File: config.mk
export PLATFORM = sky130hd
export DESIGN_NAME = asymmetric_length_follower
export DESIGN_NICKNAME = d
export VERILOG_FILES = /design/src/rtl/core/alf_pkg.sv /design/src/rtl/core/alf_mul.sv /design/src/rtl/core/alf_core.sv /design/src/rtl/core/asymmetric_length_follower.sv
export VERILOG_INCLUDE_DIRS = /design/src /design/src/rtl/core
export SDC_FILE = /design/constraint.sdc
export NUM_CORES = 2
export LEC_CHECK = 0
export BUFFER_PORTS_ARGS = -buffer_cell sky130_fd_sc_hd__buf_2
export CAP_MARGIN = 20
export CORE_ASPECT_RATIO = 0.8
export CORE_MARGIN = 5
export CORE_UTILIZATION = 55
export CTS_BUF_LIST = sky130_fd_sc_hd__clkbuf_4 sky130_fd_sc_hd__clkbuf_8
export DETAILED_ROUTE_END_ITERATION = 8
export HOLD_SLACK_MARGIN = 0.05
export PLACE_DENSITY = 0.71
export SLEW_MARGIN = 20
export SYNTH_ARGS = -nofsm -noshare
export SYNTH_HDL_FRONTEND = slang
export SYNTH_SLANG_ARGS = --single-unit
export TNS_END_PERCENT = 10
File: constraint.sdc
create_clock -name aclk -period 14.1 [get_ports aclk]
set_input_delay 2.82 -clock aclk [delete_from_list [all_inputs] [get_ports aclk]]
set_output_delay 2.82 -clock aclk [all_outputs]
set_load 0.03 [all_outputs]
File: src/rtl/core/asymmetric_length_follower_assert.svh
// Assertion macros shared by the length follower RTL.
// Needs nothing else; include it before the module that asserts.
`ifndef ASYMMETRIC_LENGTH_FOLLOWER_ASSERT_SVH
`define ASYMMETRIC_LENGTH_FOLLOWER_ASSERT_SVH

// Same-cycle implication, disabled while reset is low.
`define ALF_ASSERT_NOW(lbl, clk, rstn, ante, cons, msg) \
    lbl: assert property (@(posedge clk) disable iff (!(rstn)) (ante) |-> (cons)) \
        else $error(msg);

// Next-cycle implication, disabled while reset is low.
`define ALF_ASSERT_NEXT(lbl, clk, rstn, ante, cons, msg) \
    lbl: assert property (@(posedge clk) disable iff (!(rstn)) (ante) |=> (cons)) \
        else $error(msg);

`endif

File: src/rtl/core/alf_pkg.sv
// Shared widths, register codes, configuration struct and the 2^-f table
// for the length follower. No dependencies.
package alf_pkg;

    localparam int LEN_W        = 24;
    localparam int TIME_W       = 16;
    localparam int RATE_W       = 16;
    localparam int TOL_W        = 16;
    localparam int CFG_DATA_W   = 24;
    localparam int CFG_IDX_W    = 2;
    localparam int MUL_W        = 32;
    localparam int PROD_W       = 2 * MUL_W;

    localparam int EXP_TABLE_BITS = 6;
    localparam int ROM_SIZE       = (1 << EXP_TABLE_BITS) + 1;
    localparam int IDX_W          = $clog2(ROM_SIZE);
    localparam int ROM_W          = 31;
    localparam int FRAC_BITS      = 24;
    localparam int REM_BITS       = FRAC_BITS - EXP_TABLE_BITS;
    localparam int Y_W            = 33;
    localparam int K_W            = Y_W - FRAC_BITS;
    localparam int E_W            = 17;

    localparam logic [30:0]      LOG2E_Q30 = 31'd1549082005;
    // From this exponent on the Q0.16 result rounds to zero
    localparam logic [K_W-1:0]   K_CUT     = K_W'(18);
    localparam logic [E_W-1:0]   E_ONE     = E_W'(65536);
    localparam logic [LEN_W-1:0] ARM_RESET = LEN_W'(32768);
    localparam logic [TOL_W-1:0] TOL_RESET = TOL_W'(4);

    typedef enum logic [CFG_IDX_W-1:0] {
        REG_ARM_LENGTH           = 2'd0,
        REG_MARGIN               = 2'd1,
        REG_SMOOTHING_RATE       = 2'd2,
        REG_COMPLETION_TOLERANCE = 2'd3
    } cfg_idx_t;

    typedef struct packed {
        logic [LEN_W-1:0]  arm_length;
        logic [LEN_W-1:0]  margin;
        logic [RATE_W-1:0] smoothing_rate;
        logic [TOL_W-1:0]  completion_tolerance;
    } cfg_t;

    typedef logic [ROM_W-1:0] rom_t [ROM_SIZE];

    function automatic logic [63:0] floor_sqrt(logic [63:0] v_in);
        logic [63:0] v;
        logic [63:0] res;
        logic [63:0] bit_w;
        v     = v_in;
        res   = '0;
        bit_w = 64'd1 << 62;
        for (int s = 0; s < 32; s++) begin
            if (bit_w > v) begin
                bit_w = bit_w >> 2;
            end
        end
        for (int s = 0; s < 32; s++) begin
            if (bit_w != '0) begin
                if (v >= res + bit_w) begin
                    v   = v - (res + bit_w);
                    res = (res >> 1) + bit_w;
                end else begin
                    res = res >> 1;
                end
                bit_w = bit_w >> 2;
            end
        end
        return res;
    endfunction

    // 2^-(j / 2^EXP_TABLE_BITS) in Q0.30, built by repeated square roots
    function automatic rom_t build_rom();
        rom_t        tab;
        logic [63:0] q;
        logic [63:0] prod;
        q = 64'd1 << 29;
        for (int n = 0; n < EXP_TABLE_BITS; n++) begin
            q = floor_sqrt(q << 30);
        end
        tab[0] = ROM_W'(64'd1 << 30);
        for (int n = 1; n < ROM_SIZE; n++) begin
            prod   = (64'(tab[n-1]) * q + (64'd1 << 29)) >> 30;
            tab[n] = ROM_W'(prod);
        end
        return tab;
    endfunction

    localparam rom_t EXP_ROM = build_rom();

endpackage

File: src/rtl/core/alf_mul.sv
// Shared 32x32 unsigned multiplier with a registered product.
// Depends on alf_pkg for operand and product widths.
module alf_mul (
    input  logic                        clk,
    input  logic [alf_pkg::MUL_W-1:0]   a,
    input  logic [alf_pkg::MUL_W-1:0]   b,
    output logic [alf_pkg::PROD_W-1:0]  p
);
    import alf_pkg::*;

    logic [PROD_W-1:0] p_reg;
    logic [PROD_W-1:0] p_next;

    assign p_next = PROD_W'(a) * PROD_W'(b);

    always_ff @(posedge clk) begin
        p_reg <= p_next;
    end

    assign p = p_reg;

endmodule

File: src/rtl/core/alf_core.sv
// Sequencer and datapath of the length follower: target clamp, exp blend
// through the shared multiplier, kept length. Depends on alf_pkg, alf_mul.
`include "asymmetric_length_follower_assert.svh"

module alf_core (
    input  logic                      clk,
    input  logic                      rst_n,
    input  alf_pkg::cfg_t             cfg,
    input  logic                      reseed_en,
    input  logic [alf_pkg::LEN_W-1:0] reseed_val,
    input  logic                      start,
    input  logic                      in_hit_valid,
    input  logic [alf_pkg::LEN_W-1:0] in_hit_distance,
    input  logic [alf_pkg::TIME_W-1:0] in_tick_seconds,
    input  logic                      out_free,
    output logic                      idle,
    output logic                      done,
    output logic [alf_pkg::LEN_W-1:0] length_now,
    output logic [alf_pkg::LEN_W-1:0] target_length
);
    import alf_pkg::*;

    typedef enum logic [3:0] {
        S_IDLE, S_TGT, S_MX, S_MY, S_KF, S_ROM, S_MD, S_M, S_E, S_MG, S_FIN, S_DONE
    } state_t;

    state_t                 state_reg,  state_next;
    logic                   hv_reg,     hv_next;
    logic [LEN_W-1:0]       dist_reg,   dist_next;
    logic [TIME_W-1:0]      dt_reg,     dt_next;
    logic [LEN_W-1:0]       tgt_reg,    tgt_next;
    logic [LEN_W-1:0]       cur_reg,    cur_next;
    logic [K_W-1:0]         k_reg,      k_next;
    logic [EXP_TABLE_BITS-1:0] idx_reg, idx_next;
    logic [REM_BITS-1:0]    rem_reg,    rem_next;
    logic [ROM_W-1:0]       t0_reg,     t0_next;
    logic [ROM_W-1:0]       d_reg,      d_next;
    logic [ROM_W-1:0]       m_reg,      m_next;
    logic [E_W-1:0]         blend_reg,  blend_next;

    logic [MUL_W-1:0]       mul_a;
    logic [MUL_W-1:0]       mul_b;
    logic [PROD_W-1:0]      mul_p;

    logic [LEN_W-1:0]       diff;
    logic [LEN_W-1:0]       tgt_w;
    logic [PROD_W-1:0]      ysum;
    logic [Y_W-1:0]         y_w;
    logic [IDX_W-1:0]       rom_lo_idx;
    logic [IDX_W-1:0]       rom_hi_idx;
    logic [PROD_W-1:0]      interp;
    logic [5:0]             k_sh;
    logic [32:0]            esum;
    logic [E_W-1:0]         e_w;
    logic [LEN_W-1:0]       gap;
    logic [PROD_W-1:0]      step_w;
    logic [LEN_W-1:0]       resolved;

    alf_mul u_mul (
        .clk (clk),
        .a   (mul_a),
        .b   (mul_b),
        .p   (mul_p)
    );

    assign diff       = (dist_reg > cfg.margin) ? (dist_reg - cfg.margin) : '0;
    assign tgt_w      = !hv_reg ? cfg.arm_length
                      : ((diff > cfg.arm_length) ? cfg.arm_length : diff);
    assign ysum       = mul_p + (64'd1 << 30 >> 1);
    assign y_w        = ysum[30 +: Y_W];
    assign rom_lo_idx = {1'b0, idx_reg};
    assign rom_hi_idx = rom_lo_idx + IDX_W'(1);
    assign interp     = (mul_p + (64'd1 << (REM_BITS - 1))) >> REM_BITS;
    assign k_sh       = {1'b0, k_reg[4:0]};
    assign esum       = 33'(m_reg) + (33'd1 << (k_sh + 6'd13));
    assign e_w        = (k_reg >= K_CUT) ? '0 : E_W'(esum >> (k_sh + 6'd14));
    assign gap        = tgt_reg - cur_reg;
    assign step_w     = (mul_p + 64'd32768) >> 16;

    always_comb begin
        state_next = state_reg;
        hv_next    = hv_reg;
        dist_next  = dist_reg;
        dt_next    = dt_reg;
        tgt_next   = tgt_reg;
        cur_next   = cur_reg;
        k_next     = k_reg;
        idx_next   = idx_reg;
        rem_next   = rem_reg;
        t0_next    = t0_reg;
        d_next     = d_reg;
        m_next     = m_reg;
        blend_next = blend_reg;
        mul_a      = '0;
        mul_b      = '0;
        resolved   = cur_reg + step_w[LEN_W-1:0];

        case (state_reg)
            S_IDLE: begin
                if (start) begin
                    hv_next    = in_hit_valid;
                    dist_next  = in_hit_distance;
                    dt_next    = in_tick_seconds;
                    state_next = S_TGT;
                end
            end
            S_TGT: begin
                tgt_next = tgt_w;
                if (dt_reg == '0) begin
                    state_next = S_DONE;
                end else if (tgt_w <= cur_reg || cfg.smoothing_rate == '0) begin
                    // retract or no smoothing: snap to the target
                    cur_next   = tgt_w;
                    state_next = S_DONE;
                end else begin
                    state_next = S_MX;
                end
            end
            S_MX: begin
                mul_a      = MUL_W'(cfg.smoothing_rate);
                mul_b      = MUL_W'(dt_reg);
                state_next = S_MY;
            end
            S_MY: begin
                mul_a      = mul_p[MUL_W-1:0];
                mul_b      = MUL_W'(LOG2E_Q30);
                state_next = S_KF;
            end
            S_KF: begin
                k_next     = y_w[Y_W-1:FRAC_BITS];
                idx_next   = y_w[FRAC_BITS-1:REM_BITS];
                rem_next   = y_w[REM_BITS-1:0];
                state_next = S_ROM;
            end
            S_ROM: begin
                t0_next    = EXP_ROM[rom_lo_idx];
                d_next     = EXP_ROM[rom_lo_idx] - EXP_ROM[rom_hi_idx];
                state_next = S_MD;
            end
            S_MD: begin
                mul_a      = MUL_W'(d_reg);
                mul_b      = MUL_W'(rem_reg);
                state_next = S_M;
            end
            S_M: begin
                m_next     = t0_reg - interp[ROM_W-1:0];
                state_next = S_E;
            end
            S_E: begin
                blend_next = E_ONE - e_w;
                state_next = S_MG;
            end
            S_MG: begin
                mul_a      = MUL_W'(gap);
                mul_b      = MUL_W'(blend_reg);
                state_next = S_FIN;
            end
            S_FIN: begin
                // close enough: finish the extension
                if ((tgt_reg - resolved) <= LEN_W'(cfg.completion_tolerance)) begin
                    resolved = tgt_reg;
                end
                cur_next   = resolved;
                state_next = S_DONE;
            end
            S_DONE: begin
                if (out_free) begin
                    state_next = S_IDLE;
                end
            end
            default: begin
                state_next = S_IDLE;
            end
        endcase

        if (reseed_en && state_reg == S_IDLE) begin
            cur_next = reseed_val;
        end
    end

    always_ff @(posedge clk) begin
        if (!rst_n) begin
            state_reg <= S_IDLE;
            cur_reg   <= ARM_RESET;
        end else begin
            state_reg <= state_next;
            cur_reg   <= cur_next;
        end
        hv_reg    <= hv_next;
        dist_reg  <= dist_next;
        dt_reg    <= dt_next;
        tgt_reg   <= tgt_next;
        k_reg     <= k_next;
        idx_reg   <= idx_next;
        rem_reg   <= rem_next;
        t0_reg    <= t0_next;
        d_reg     <= d_next;
        m_reg     <= m_next;
        blend_reg <= blend_next;
    end

    assign idle          = (state_reg == S_IDLE);
    assign done          = (state_reg == S_DONE) && out_free;
    assign length_now    = cur_reg;
    assign target_length = tgt_reg;

    `ALF_ASSERT_NEXT(a_start_seq, clk, rst_n, start, state_reg == S_TGT, "start did not enter target stage")
    `ALF_ASSERT_NOW(a_rise_only, clk, rst_n, state_reg == S_MG, tgt_reg > cur_reg, "blend entered without a rising target")
    `ALF_ASSERT_NOW(a_blend_range, clk, rst_n, state_reg == S_MG, blend_reg <= E_ONE, "blend factor above one")
    `ALF_ASSERT_NOW(a_no_overshoot, clk, rst_n, state_reg == S_DONE && dt_reg != '0, cur_reg <= tgt_reg, "length beyond target after a timed tick")

endmodule

File: src/rtl/core/asymmetric_length_follower.sv
// A beat that snaps or holds the length goes from the target state straight
// to the done state; one that blends first passes the multiply and exponent
// states. The blend runs four passes through one shared 32x32 multiplier under
// the sequencer in alf_core; no new beat is taken until the core is idle.
// Reset (aresetn low, synchronous): configuration registers, core state and
// length return to their reset values; the result register empties.
// Top level of the length follower: configuration registers, result register.
// Depends on alf_pkg and alf_core.
module asymmetric_length_follower (
    input  logic                            aclk,
    input  logic                            aresetn,
    input  logic                            s_valid,
    output logic                            s_ready,
    input  logic                            s_hit_valid,
    input  logic [alf_pkg::LEN_W-1:0]       s_hit_distance,
    input  logic [alf_pkg::TIME_W-1:0]      s_tick_seconds,
    output logic                            m_valid,
    input  logic                            m_ready,
    output logic [alf_pkg::LEN_W-1:0]       m_length_now,
    output logic [alf_pkg::LEN_W-1:0]       m_target_length,
    output logic                            m_at_target,
    input  logic                            cfg_we,
    input  logic [alf_pkg::CFG_IDX_W-1:0]   cfg_addr,
    input  logic [alf_pkg::CFG_DATA_W-1:0]  cfg_wdata
);
    import alf_pkg::*;

    cfg_t             cfg_reg,      cfg_next;
    logic             m_valid_reg,  m_valid_next;
    logic [LEN_W-1:0] m_len_reg,    m_len_next;
    logic [LEN_W-1:0] m_tgt_reg,    m_tgt_next;
    logic             m_at_reg,     m_at_next;

    logic             core_idle;
    logic             core_done;
    logic             out_free;
    logic             reseed_en;
    logic [LEN_W-1:0] core_len;
    logic [LEN_W-1:0] core_tgt;

    assign out_free  = !m_valid_reg || m_ready;
    assign s_ready   = core_idle;
    assign reseed_en = cfg_we && (cfg_idx_t'(cfg_addr) == REG_ARM_LENGTH);

    alf_core u_core (
        .clk             (aclk),
        .rst_n           (aresetn),
        .cfg             (cfg_reg),
        .reseed_en       (reseed_en),
        .reseed_val      (cfg_wdata[LEN_W-1:0]),
        .start           (s_valid && core_idle),
        .in_hit_valid    (s_hit_valid),
        .in_hit_distance (s_hit_distance),
        .in_tick_seconds (s_tick_seconds),
        .out_free        (out_free),
        .idle            (core_idle),
        .done            (core_done),
        .length_now      (core_len),
        .target_length   (core_tgt)
    );

    always_comb begin
        cfg_next = cfg_reg;
        if (cfg_we) begin
            case (cfg_idx_t'(cfg_addr))
                REG_ARM_LENGTH:           cfg_next.arm_length = cfg_wdata[LEN_W-1:0];
                REG_MARGIN:               cfg_next.margin = cfg_wdata[LEN_W-1:0];
                REG_SMOOTHING_RATE:       cfg_next.smoothing_rate = cfg_wdata[RATE_W-1:0];
                REG_COMPLETION_TOLERANCE: begin
                    cfg_next.completion_tolerance = cfg_wdata[TOL_W-1:0];
                end
                default: begin
                    cfg_next = cfg_reg;
                end
            endcase
        end
    end

    // Load a finished beat; drop the valid once taken
    always_comb begin
        m_valid_next = m_valid_reg;
        m_len_next   = m_len_reg;
        m_tgt_next   = m_tgt_reg;
        m_at_next    = m_at_reg;
        if (core_done) begin
            m_valid_next = 1'b1;
            m_len_next   = core_len;
            m_tgt_next   = core_tgt;
            m_at_next    = (core_len == core_tgt);
        end else if (m_ready) begin
            m_valid_next = 1'b0;
        end
    end

    always_ff @(posedge aclk) begin
        if (!aresetn) begin
            cfg_reg.arm_length           <= ARM_RESET;
            cfg_reg.margin               <= '0;
            cfg_reg.smoothing_rate       <= '0;
            cfg_reg.completion_tolerance <= TOL_RESET;
            m_valid_reg                  <= 1'b0;
        end else begin
            cfg_reg     <= cfg_next;
            m_valid_reg <= m_valid_next;
        end
        m_len_reg <= m_len_next;
        m_tgt_reg <= m_tgt_next;
        m_at_reg  <= m_at_next;
    end

    assign m_valid         = m_valid_reg;
    assign m_length_now    = m_len_reg;
    assign m_target_length = m_tgt_reg;
    assign m_at_target     = m_at_reg;

endmodule

==> metrics.yaml <==
yosys:
  synth-edff-count: 256
  synth_cell_type_count: 108
  seq_area_frac_synth: 0.185
  synth_ff_type: "edfxtp_1"
  syn_avg_cell_area_um2: 8.65
  ys_ff_latch: 428
  netlist_instances: 6966
  synthArstFlopShare: 0
  netlist_area_mm2: 0.0602
  yosys_warnings: 0
routing:
  wl_per_cell_um: 25.0
  dr.pass1.iters: 7
  wl_mm: 211
  vias: 53100
  drt_iter0_markers: 6522
  viasPerCell: 6.29
  drcViolationCount: 0
  drt.antenna.violating_nets: 0
power_and_ir_drop:
  total_power_mw: 7.71
  p_leak_nw: 29.8
  power_density_mw_per_mm2: 121
  p_clk_frac: 0.157
  ir_drop_mv: 0.105
  p_seq_frac: 0.249
  swShare: 0.496
  power_frac_comb: 0.595
  intPower_mw: 3.89
  p_sw_mw: 3.83
cts:
  clockBufferDepth: 3
  cts_root_buf: "clkbuf_8"
  cts_tree: "built"
  cts_max_level: 3
  clkSinkCount: 428
  clkTransAtPathRegs_ns: 0.07
  post_cts.repair.setup_buffers: 0
  cts_resized: 0
  clk_latency_ns: 0.76
  numCtsBuffers: 71
  cts-hold-fix-buffers: 0
floorplan:
  die_w_um: 380
  coreArea_mm2: 0.109
  dieArea_mm2: 0.116
  fp.dieH_um: 306
  io_pins: 123
  initial_core_util: 0.554
  fp-row-count: 108
sta:
  fin_crit_sh: 0.857
  tightest_slew_ns: 1.20
  setup_slack_ns: 2.02
  rsz0062_at_grt: "no"
  slew_violations: 0
  skew_ns: 0.0606
  fmax_mhz: 82.8
  min_period_ns: 12.08
  fin_tns_setup_ns: 0
  timing.slew.headroom: 0.198
  hold_violations: 0
  setup_viol: 0
setup_path:
  crit_type: "register to register"
  crit_family: "adder cells"
  crit_top_cell: "fa_1"
  critPathMaxStageDelay_ns: 0.92
  cp_slowest_cell: "a221oi_1"
  critPathMaxFanout: 6
  crit_buf_inv: 4
  cp-end-kind: "register"
  worstSetupStartpointType: "register"
  crit_arrival_ns: 12.69
  required_ns: 14.71
layout:
  final_cell_mix: "1010 x inv_1, 901 x nand2_1, 684 x fa_1"
  fin_nets: 8359
  final_common_cell: "inv_1"
  fillers: 9802
  fin_area_mm2: 0.0638
  syn_to_final_growth_pct: 5.97
  instances_no_fill: 8440
  largest_reg_flops: 80
  drive_gt1_frac: 0.0647
grt:
  grt_pass1_wl_mm: 318
  grt_max_degree: 92
  grt_usage: 0.357
  grt-ovfl-total: 0
  antenna_found_initial: 11
  grt_pass1_vias: 51400
placed_design:
  dp.cells: 8306
  gp_congestion: 1.01
  io_buffers: 122
  dp_hpwl_mm: 167
  place_ws_ns: 2.21
  postPlaceCellArea_mm2: 0.0623
job:
  cap_violations: 0
outcome:
  status: "finished clean"
hold_path:
  hold_class: "register to register"
-- stage by stage --
step           utilization  hold WS [ns]
2_1_floorplan            -         0.436
3_3_place_gp         0.574         0.442
3_5_place_dp         0.574         0.446
4_1_cts              0.587         0.455
5_1_grt              0.588         0.473
6_report             0.588         0.453
-- per-layer routing --
layer  up-vias  global-route usage  wire length [um]
met3       629               0.106             27200
met4        16               0.147             10300
met1     25600               0.509             88000
li1      23500                   -                 -
met2      3314               0.508             85300
met5         -                   0               115
-- path summary, 6_finish.rpt --
kind | from | end | slack, ns | depth (start not counted)
min | cfg_reg[37]$_SDFFE_PN0P_ | cfg_reg[37]$_SDFFE_PN0P_ | 0.45 | 2
max | u_core.target_length[0]$_DFFE_PP_ | u_core.u_mul.p[58]$_DFF_P_ | 2.02 | 37
min reg2reg | cfg_reg[37]$_SDFFE_PN0P_ | cfg_reg[37]$_SDFFE_PN0P_ | 0.45 | 2
max reg2reg | u_core.target_length[0]$_DFFE_PP_ | u_core.u_mul.p[58]$_DFF_P_ | 2.02 | 37
-- worst min-delay path, cell delays in order (launching register included) --
cell     delay, ns
dfxtp_1       0.30
nand2_1       0.05
a21oi_1       0.05
-- cells by family after synthesis --
logic type      Yosys count  synth area share
simple gates           2101             0.157
compound gates         1411             0.155
fa+ha+maj              1336             0.363
buf+inv                1335            0.0839
flops                   428             0.185
xor+xnor                293            0.0430
mux                      60            0.0128
other cells               2          0.000125
-- layout make-up --
| cell class | count | area [um^2] | area share |
|---|---|---|---|
| Clock inverter | 29 | 259 | 0.00406 |
| Tap cell | 1430 | 1790 | 0.0280 |
| Inverter | 1015 | 3810 | 0.0597 |
| Antenna cell | 4 | 10.0 | 0.000157 |
| Sequential cell | 428 | 11100 | 0.174 |
| Multi-Input combinational cell | 5222 | 44300 | 0.694 |
| Timing Repair Buffer | 213 | 1290 | 0.0203 |
| Clock buffer | 99 | 1240 | 0.0195 |
-- power groups by stage --
stage                     logic [mW]  registers, mW  clock network, mW
after floorplan                 3.14           1.72                  0
after global placement          4.34           1.92                  0
after detailed placement        4.40           1.92                  0
after CTS                       4.44           1.89               1.23
after global routing            4.95           1.91               1.29
final                           4.59           1.92               1.21
-- Yosys cell counts (all sizes together) (21+ instances only) --
library cell	n	area, um^2
and3	73	457
xnor2	181	1590
nor2b	44	275
nor4	23	159
a21o	122	916
nand2b	52	325
nor3	145	726
o2111ai	24	216
o22ai	21	131
nand2	902	3390
a211oi	87	663
ha	652	8160
o31ai	22	165
and4	22	195
clkbuf	273	1030
edfxtp	256	7690
nor2	484	1820
nand3	140	706
buf	47	216
a22oi	23	173
o211ai	55	413
o21ai	271	1360
inv	1010	3790
dfxtp	172	3440
mux2i	24	240
or3	26	163
mux2	25	285
nand4	62	394
xor2	111	972
a21oi	403	2050
o21bai	21	161
a311oi	29	290
fa	684	13700
o21a	54	405
a221oi	36	315
a31oi	44	275
and2	78	488
Power figures use the tool's default switching activity.
